## src/design/pfse_pkg.sv

```systemverilog
// ----------------------------------------------------------------------------
// pfse_pkg: shared definitions for the page frame buffer scroll engine
// Store geometry, opcode codes and the command and queue status types that
// pass between the front end, the command queue and the back end.
// ----------------------------------------------------------------------------
package pfse_pkg;

	// Store geometry
	localparam int PAGES       = 8;
	localparam int COLUMNS     = 128;
	localparam int STORE_BYTES = PAGES * COLUMNS;
	localparam int MEM_AW      = $clog2(STORE_BYTES);
	localparam int COL_W       = $clog2(COLUMNS);
	localparam int PAGE_W      = (PAGES > 1) ? $clog2(PAGES) : 1;

	// Command queue depth
	localparam int QDEPTH = 2;
	localparam int QPTR_W = (QDEPTH > 1) ? $clog2(QDEPTH) : 1;
	localparam int QCNT_W = $clog2(QDEPTH + 1);

	// Opcodes
	localparam logic [2:0] OP_CLEAR      = 3'd0;
	localparam logic [2:0] OP_FILL       = 3'd1;
	localparam logic [2:0] OP_SET_BIT    = 3'd2;
	localparam logic [2:0] OP_CLR_BIT    = 3'd3;
	localparam logic [2:0] OP_READ_BIT   = 3'd4;
	localparam logic [2:0] OP_READ_BYTE  = 3'd5;
	localparam logic [2:0] OP_WRITE_BYTE = 3'd6;
	localparam logic [2:0] OP_SCROLL     = 3'd7;

	// One classified command as held in the queue
	typedef struct packed {
		logic [2:0] op;
		logic [9:0] addr;
		logic [2:0] bit_sel;
		logic [7:0] wval;
		logic       in_range;
	} pfse_cmd_t;

	// Queue status seen by both ends
	typedef struct packed {
		logic full;
		logic empty;
	} pfse_qstat_t;

endpackage

```

## src/design/pfse_queue.sv

```systemverilog
// ----------------------------------------------------------------------------
// pfse_queue: command queue
// Small register FIFO that decouples command intake from execution.
// ----------------------------------------------------------------------------
module pfse_queue import pfse_pkg::*; (
	input  logic        clk,
	input  logic        arst_n,
	input  logic        push,
	input  pfse_cmd_t   push_data,
	input  logic        pop,
	output pfse_cmd_t   pop_data,
	output pfse_qstat_t qstat
);

	pfse_cmd_t           entry_q [QDEPTH];
	logic [QPTR_W-1:0]   wr_ptr_q;
	logic [QPTR_W-1:0]   rd_ptr_q;
	logic [QCNT_W-1:0]   count_q;

	assign qstat.full  = (count_q == QCNT_W'(QDEPTH));
	assign qstat.empty = (count_q == '0);
	assign pop_data    = entry_q[rd_ptr_q];

	// Store pushed entries
	always_ff @(posedge clk) begin
		if (push) begin
			entry_q[wr_ptr_q] <= push_data;
		end
	end

	// Advance pointers and track fill level
	always_ff @(posedge clk or negedge arst_n) begin
		if (!arst_n) begin
			wr_ptr_q <= '0;
			rd_ptr_q <= '0;
			count_q  <= '0;
		end else begin
			if (push) begin
				if (wr_ptr_q == QPTR_W'(QDEPTH - 1)) begin
					wr_ptr_q <= '0;
				end else begin
					wr_ptr_q <= wr_ptr_q + 1'b1;
				end
			end
			if (pop) begin
				if (rd_ptr_q == QPTR_W'(QDEPTH - 1)) begin
					rd_ptr_q <= '0;
				end else begin
					rd_ptr_q <= rd_ptr_q + 1'b1;
				end
			end
			if (push && !pop) begin
				count_q <= count_q + 1'b1;
			end else if (pop && !push) begin
				count_q <= count_q - 1'b1;
			end
		end
	end

endmodule

```

## config.mk

```make
export PLATFORM = sky130hd
export DESIGN_NAME = pfse_queue
export DESIGN_NICKNAME = d
export VERILOG_FILES = /design/src/design/pfse_pkg.sv /design/src/design/pfse_queue.sv
export SDC_FILE = /design/constraint.sdc
export NUM_CORES = 1
export LEC_CHECK = 0
export BUFFER_PORTS_ARGS = -buffer_cell sky130_fd_sc_hd__buf_2
export CORE_AREA = 2 2 71 73
export CTS_CLUSTER_SIZE = 20
export DETAILED_ROUTE_END_ITERATION = 8
export DIE_AREA = 0 0 73 75
export PLACE_DENSITY = 0.72
export SYNTH_ARGS = -nofsm -noshare
export SYNTH_HDL_FRONTEND = slang
export SYNTH_SLANG_ARGS = --single-unit
export TNS_END_PERCENT = 10
```

## constraint.sdc

```tcl
create_clock -name clk -period 1.91 [get_ports clk]
set_clock_uncertainty 0.15 [all_clocks]
set_input_delay 0.382 -clock clk [delete_from_list [all_inputs] [get_ports clk]]
set_output_delay 0.382 -clock clk [all_outputs]
set_load 0.05 [all_outputs]
```

# Word level (Yosys, flattened, before mapping)
# Memories as Yosys holds them, arrays and structs flattened.
# Cells that the tools add are included.
dict set report totals {
  ff_bits 4
  ram_bits 50
  in_bits 29
  out_inout_bits 27
  memories 1
}
# memory words width read_ports rd_clocked_by_memory_dff write_ports line
set memory_table {}
lappend memory_table {entry_q 2 25 1 0 1 pfse_queue.sv:15} ;# pfse_cmd_t entry_q [QDEPTH];
dict set report classes {
  add_sub_neg 4
  n_eq_ne 1
  muxes 6
  reduce_logical 6
}
# operator n
set op_table {}
lappend op_table {{$mux W1} 4}
lappend op_table {{$mux W2} 2}
lappend op_table {{$add A1 B1 Y1 const B} 2}
lappend op_table {{$add A2 B1 Y2 const B} 1}
lappend op_table {{$eq A2 B2 Y1 const B} 1}
lappend op_table {{$logic_and A1 B1 Y1} 2}
lappend op_table {{$logic_not A1 Y1} 2}
lappend op_table {{$logic_not A2 Y1} 1}
lappend op_table {{$reduce_bool A2 Y1} 1}
lappend op_table {{$sub A2 B1 Y2 const B} 1}

# Logic depth before layout (Yosys ltp)
# Gate-level depths: netlist of the first run.
dict set report logic_depth {
  word_depth 4
  depth_mapped 5
}

# Least setup slack after synthesis of the first run
# No wires, ideal clock.
dict set report synth_timing {
  path_kind {register to register}
  startpoint {reg wr_ptr_q}
  endpoint {mem entry_q[0][0] in the netlist's numbering (enable)}
  setup_time_ns 0.410
  t_arrival_ns 1.534
  setup_slack_ns -0.184
  stages_incl_launch_ff 2
  path_cell_list {dfrtp_1 > nor2b_1}
}
# item line
set synth_lines {}
lappend synth_lines {{start, declared} pfse_queue.sv:16} ;# logic [QPTR_W-1:0] wr_ptr_q;
lappend synth_lines {{start signal, assigned} pfse_queue.sv:42} ;# wr_ptr_q <= wr_ptr_q + 1'b1;
lappend synth_lines {{end, declared} pfse_queue.sv:15}
# No word-level cell before the write port.

==> summary.md, run 1 <==
| Metric | Value |
|---|---|
| Outcome | `finished, violations left` |
| Failing checks | `negative setup slack` |
| Core Box Area | `4660 sq um` |
| Mapped Avg Cell Area | `22.3 sq um` |
| Area grow syn2layout | `31.1%` |
| Syn Nets | `124` |
| Starting density of the core | `0.449` |
| Routed WL per cell | `15.5 um` |
| Die Wd | `73 um` |
| Final Critical Period | `~2 ns` |
| Core Rows | `25` |
| Setup TNS | `-1.91 ns` |
| CTS root buf | `clkbuf_8` |
| Clock transition at path regs | `0.09 ns` |
| Total GRT Usage | `0.132` |
| Max VDD drop | `1.11 mV` |
| Register area share after synthesis | `0.766` |
| Commonest non-fill, non-tap cell in the layout | `edfxtp_1` |
| Top sig layer | `met4` |
| Setup CP Type | `reg -> out` |
| Detailed placement HPWL | `2.41 mm` |
| Startpoint types | `flip-flop` |
| Synth warnings | `0` |
| Final period utilization | `1.05` |
| Iteration count of the initial detailed-routing pass | `4` |
| # Max-Cap Violations | `0` |
| Top-Level Pins | `56` |
| Worst-Skew Late Latency | `between 0.2 and 0.3 ns` |
| Grt ovf | `0` |
| Antenna-violating nets left | `0` |
| P_int | `2880 uW` |
| Layout cells sized above 1 | `0.598` |
| Vias/cell | `4.84` |
| Largest net degree at the start of global routing | `17` |
| Crit end category | `primary output` |
| Sequential share of power | `0.357` |
| Final Core Density | `0.588` |
| Final hold violation count | `0` |
| Combinational Power Share | `0.511` |
| DIE HEIGHT | `75 um` |
| DR WL met2 | `1.80 mm` |
| Total net switching power | `1810 uW` |
| Die area | `5480 sq um` |
| Sw frac | `0.386` |
| Max-slew violations | `0` |
| Most frequent cells in the layout | `edfxtp_1 (50), buf_2 (30), buf_6 (21)` |
| Pwr dens | `about 1700 nW/um^2` |
| Clock share of power | `0.132` |
| Routed met3 length | `216 um` |
| Routability congestion estimate | `~0.7` |
| Seq cells post-synth | `54` |
| Clock buffer depth | `2` |
| RSZ-0062 raised after global routing | `yes` |
| # diodes | `0` |
| Antenna violations before repair | `0` |
| Final setup vio count | `25` |
| Synth unique cells | `13` |
| Synthesized area | `between 2000 and 2500 sq um` |
| CTS Sinks | `54` |
| Relative slew slack | `0.834` |
| Total CTS buffers | `5` |
| # nets final | `193` |
| Hold Path Class | `in -> reg` |
| Routed via count | `1055` |
| CP arrival | `1.47 ns` |
| CTS tree | `built` |
| Post-route setup slack | `-0.0953 ns` |
| Req. time, crit path | `1.38 ns` |
| Worst Max-Slew Pin Slew | `approximately 0.25 ns` |
| Clock H-tree levels | `2` |
| Global-route wire length before repair | `5.18 mm` |
| Vias in the first global route | `about 1.1k` |
| Overall routed net length | `approximately 3.4 mm` |
| Pleak | `roughly 0.0011 uW` |
| Port Buffers | `55` |
| Crit path max fanout | `10` |
| M1 wire length | `1.33 mm` |
| Fmax | `between 0.4 and 0.5 GHz` |
| Iter 0 DRT Violations | `73` |
| Setup Slack @ Placement | `0.216 ns` |
| Synth Instances | `94` |
| DRC Markers | `0` |
-- power by group through the flow --
stage               clock [uW]  sequential, uW  combinational (uW)
CTS                        643            1670                2380
global placement             0            1680                1960
global route               690            1700                2510
floorplan                    0            1670                1670
finish                     618            1680                2400
detailed placement           0            1700                1980
-- cell usage after synthesis --
cell type	number	area, sq um
and2_1	1	6.26
buf_12	2	40.0
buf_6	1	11.3
dfrtp_1	4	100
edfxtp_1	50	1500
ha_1	1	12.5
inv_1	1	3.75
mux2_2	6	67.6
mux2_4	19	285
nor2_1	2	7.51
nor2b_1	2	12.5
xnor2_1	1	8.76
xor2_1	4	35.0
-- cells by family after synthesis --
family,Yosys count,synth area share
DFF,54,0.766
muxes,25,0.169
xor gates and xnor gates,5,0.0209
and+or+nand+nor,5,0.0126
buffers and inverters,4,0.0263
adders and majority gates,1,0.00598
-- worst max-delay path: stages, from the launching register on --
cell and delay [ns]:
dfrtp_2 0.44, buf_12 0.14, buf_16 0.14, mux2_4 0.30, buf_6 0.15
-- cell type report --
cell class / instances / area [sq um]
inverter: 1 / 3.75
fill: 346 / 1920
clock inverter: 1 / 5.00
multi-input combinational: 36 / 438
clock buffer: 7 / 86.3
tap: 54 / 67.6
timing repair buffer: 65 / 539
sequential: 54 / 1600
-- per-stage QoR --
step	instances	power (uW)	hold WS (ns)	instance area, sq um
5_1_grt	218	4900	0.102	2740
4_1_cts	217	4700	0.107	2720
2_1_floorplan	94	3340	-0.0636	2090
3_5_place_dp	206	3680	0.0450	2440
3_3_place_gp	206	3640	0.0385	2440
6_report	218	4700	0.120	2740
-- layer usage --
layer  global-route usage  vias up
met4               0.0556        0
met2                0.235       38
met1                0.145      518
met5                    0        -
met3               0.0442        6
li1                     -      493
-- sequential cells by signal, indices dropped and copies added, names as in the netlist --
register,flops
count_q,2
entry_q,50
rd_ptr_q,1
wr_ptr_q,1
-- worst paths after layout --
check	to	slack, ns	startpoint	cells past startpoint
min in group asynchronous	count_q[1]$_DFFE_PN0P_	0.28	arst_n	2
worst min-delay path	entry_q[0][21]$_DFFE_PP_	0.12	push_data[21]	1
max in group asynchronous	rd_ptr_q$_DFFE_PN0P_	1.20	arst_n	2
worst max register to register	entry_q[0][6]$_DFFE_PP_	0.58	wr_ptr_q$_DFFE_PN0P_	2
worst min register to register	count_q[1]$_DFFE_PN0P_	0.36	count_q[1]$_DFFE_PN0P_	1
worst max-delay path	pop_data[12]	-0.1	rd_ptr_q$_DFFE_PN0P_	4
-- timing repair --
item	CTS	global route
cloned	1	0
hold buffers	1	0
endpoints found under the setup margin	25	25
endpoints found under the hold margin	4	0
setup buffers	1	1
gates resized for setup	45	3
No activity file was read; power rests on OpenSTA's default activity.
==> run 2: changes to the inputs <==
SKIP_LAST_GASP = 1   (was unset)
clock period = 1.65 ns   (was 1.91 ns; I/O delays follow)
==> run 2 against run 1 <==
  * The flow still finishes with violations (negative setup slack)
  * Worst hold slack worse by 0.051 ns
  * Non-clock buffer count stayed put
  * Sequential power increased by 17%
  * Count of clock-buffer cells in the layout up 1
  * Critical path depth shrank 1
  * Wire length decreased by 0.62%
  * Combinational power grew 22%
  * Final area up 2.5%
  * Global-route usage shrank 0.12 points
  * Die area unchanged
  * Critical endpoint is now pop_data[24]
==> summary.md, run 2 (synthesis gave the netlist of run 1 again) <==
| Metric | Value |
|---|---|
| Largest regs | `entry_q: 50 flops, count_q: 2 flops` |
| # diodes | `0 (unchanged)` |
| Largest net degree at the start of global routing | `17 (unchanged)` |
| Crit path buf inv count | `2 (-1)` |
| Final setup vio count | `25 (unchanged)` |
| Clock transition at path regs | `0.08 ns (about the same)` |
| Clock share of power | `0.121 (-0.011)` |
| Outcome | `finished, violations left` |
| Iteration count of the initial detailed-routing pass | `4 (unchanged)` |
| RSZ-0062 raised after global routing | `yes` |
| # nets final | `193 (unchanged)` |
| Max incr delay on CP | `0.49 ns (+0.05 ns)` |
| Core Box Area | `4660 sq um (unchanged)` |
| Final period utilization | `1.16` |
| Routed met3 length | `180 um (-17%)` |
| Top sig layer | `met4` |
| Pwr dens | `1980 nW/um^2 (+16%)` |
| DR WL met2 | `1.77 mm (-1.4%)` |
| Top-Level Pins | `56 (unchanged)` |
| Crit end category | `primary output` |
| CTS Sinks | `54 (unchanged)` |
| Worst-Skew Late Latency | `0.29 ns (about the same)` |
| Die Wd | `73 um (unchanged)` |
| Failing checks | `negative setup slack` |
| Cells along the critical path | `buf_6 > mux2_4 > buf_8` |
| Max reg flops | `50 (unchanged)` |
| Vias/cell | `4.83 (about the same)` |
| Total CTS buffers | `5 (unchanged)` |
| Clock buffer depth | `2 (unchanged)` |
| Startpoint types | `flip-flop` |
| Max VDD drop | `1.12 mV (+0.78%)` |
| Sw frac | `0.384 (-0.00217)` |
| Commonest non-fill, non-tap cell in the layout | `edfxtp_1` |
| Post-route setup slack | `-0.271 ns (-0.176 ns)` |
| Global-route wire length before repair | `5.09 mm (-1.7%)` |
| # Max-Cap Violations | `0 (unchanged)` |
| Port Buffers | `55 (unchanged)` |
| Final Core Density | `0.603 (+0.0148)` |
| DRC Markers | `0 (unchanged)` |
| Fmax | `0.521 GHz` |
| Combinational Power Share | `0.526 (+0.015)` |
| Clock H-tree levels | `2 (unchanged)` |
| Filler cells | `341 (-1.4%)` |
| Max-slew violations | `0 (unchanged)` |
| Routed via count | `1054 (-0.095%)` |
| Die area | `5480 sq um (unchanged)` |
| Final Power | `5570 uW (+19%)` |
| CTS root buf | `clkbuf_8` |
| Hold Path Class | `in -> reg` |
| Top reg by flops | `entry_q` |
| Grt ovf | `0 (unchanged)` |
| Final Critical Period | `1.92 ns` |
| Iter 0 DRT Violations | `74 (+1.4%)` |
| Pleak | `0.00116 uW (+3.2%)` |
| Final hold violation count | `0 (unchanged)` |
| Total GRT Usage | `0.131 (-0.00118)` |
| Crit path max-delay family | `flip-flops` |
| Vias in the first global route | `1090 (-4.9%)` |
| Placed cells | `207 (+0.49%)` |
| Worst Max-Slew Pin Slew | `0.250 ns (-0.000780 ns)` |
| Starting density of the core | `0.449 (unchanged)` |
| Total net switching power | `2140 uW (+18%)` |
| Antenna violations before repair | `0 (unchanged)` |
| Sequential share of power | `0.353 (-0.004)` |
| Req. time, crit path | `1.17 ns (-0.21 ns)` |
| CTS tree | `built` |
| M1 wire length | `1.36 mm (+2.7%)` |
| Routability congestion estimate | `0.691 (-3.8%)` |
| CP arrival | `1.44 ns (-0.03 ns)` |
| Layout cells sized above 1 | `0.585 (-0.0122)` |
| Antenna-violating nets left | `0 (unchanged)` |
| Relative slew slack | `0.835 (about the same)` |
| Routed WL per cell | `15.4 um (-0.62%)` |
| Overall routed net length | `3.37 mm (-0.62%)` |
| Crit path max fanout | `6 (-4)` |
| P_int | `3430 uW (+19%)` |
| Final Non-Filler Cells | `218 (unchanged)` |
| DIE HEIGHT | `75 um (unchanged)` |
| Area grow syn2layout | `34.4%` |
| Most frequent cells in the layout | `edfxtp_1 (50), buf_2 (30), mux2_4 (25)` |
| Highest-delay cell along the critical path | `dfrtp_2` |
| Setup CP Type | `reg -> out` |
| Core Rows | `25 (unchanged)` |
## run 2: cell count changes in the layout (fill, tap and decap cells not counted), sizes merged
cell / delta
clkbuf: +1
clkinv: -1
## run 2: per-layer routing
| layer | up-vias | GRT usage |
|---|---|---|
| li1 | 494 | - |
| met1 | 517 | 0.145 |
| met2 | 38 | 0.229 |
| met3 | 5 | 0.0469 |
| met4 | 0 | 0.0556 |
| met5 | - | 0 |
## run 2: through the flow
stage	setup slack, ns	cell area [sq um]	hold WS, ns	setup TNS, ns
3_5_place_dp	0.0200	2480	-0.00906	0
5_1_grt	-0.316	2810	0.0539	-7.51
4_1_cts	-0.278	2810	0.0573	-6.58
6_report	-0.271	2810	0.0691	-6.32
2_1_floorplan	0.0212	2090	-0.116	0
3_3_place_gp	0.0411	2480	-0.00969	0
## run 2: timing repair
item | in CTS | in global routing
endpoints found under the hold margin | 4 | 0
setup buffers | 1 | 0
setup endpoints to repair | 25 | 26
hold buffers | 1 | 0
gates cloned | 1 | 0
gates resized for setup | 65 | 1
## run 2: cell type report
type	instances	area (sq um)	area share
clock buffers	8	80.1	0.0285
inverters	1	3.75	0.00134
multi-input cells	36	460	0.164
repair buffers	65	597	0.212
well taps	54	67.6	0.0240
flip-flops and latches	54	1600	0.570
## run 2: worst paths after layout
kind | start | depth (start not counted) | slack (ns) | to
min in group asynchronous | arst_n | 2 | 0.21 | count_q[1]$_DFFE_PN0P_
hold / removal | push_data[13] | 1 | 0.07 | entry_q[1][13]$_DFFE_PP_
setup reg to reg | wr_ptr_q$_DFFE_PN0P_ | 2 | 0.35 | entry_q[1][8]$_DFFE_PP_
hold reg to reg | wr_ptr_q$_DFFE_PN0P_ | 1 | 0.36 | wr_ptr_q$_DFFE_PN0P_
max in group asynchronous | arst_n | 2 | 1.01 | rd_ptr_q$_DFFE_PN0P_
setup / recovery | rd_ptr_q$_DFFE_PN0P_ | 3 | -0.27 | pop_data[24]
## run 2: power groups by stage
stage / Combinational, uW / Clock, uW / Sequential (uW)
detailed placement: 2350 / 0 / 1970
floorplan: 1940 / 0 / 1930
CTS: 2930 / 697 / 1970
global route: 3050 / 754 / 1990
finish: 2930 / 671 / 1970
global placement: 2320 / 0 / 1950
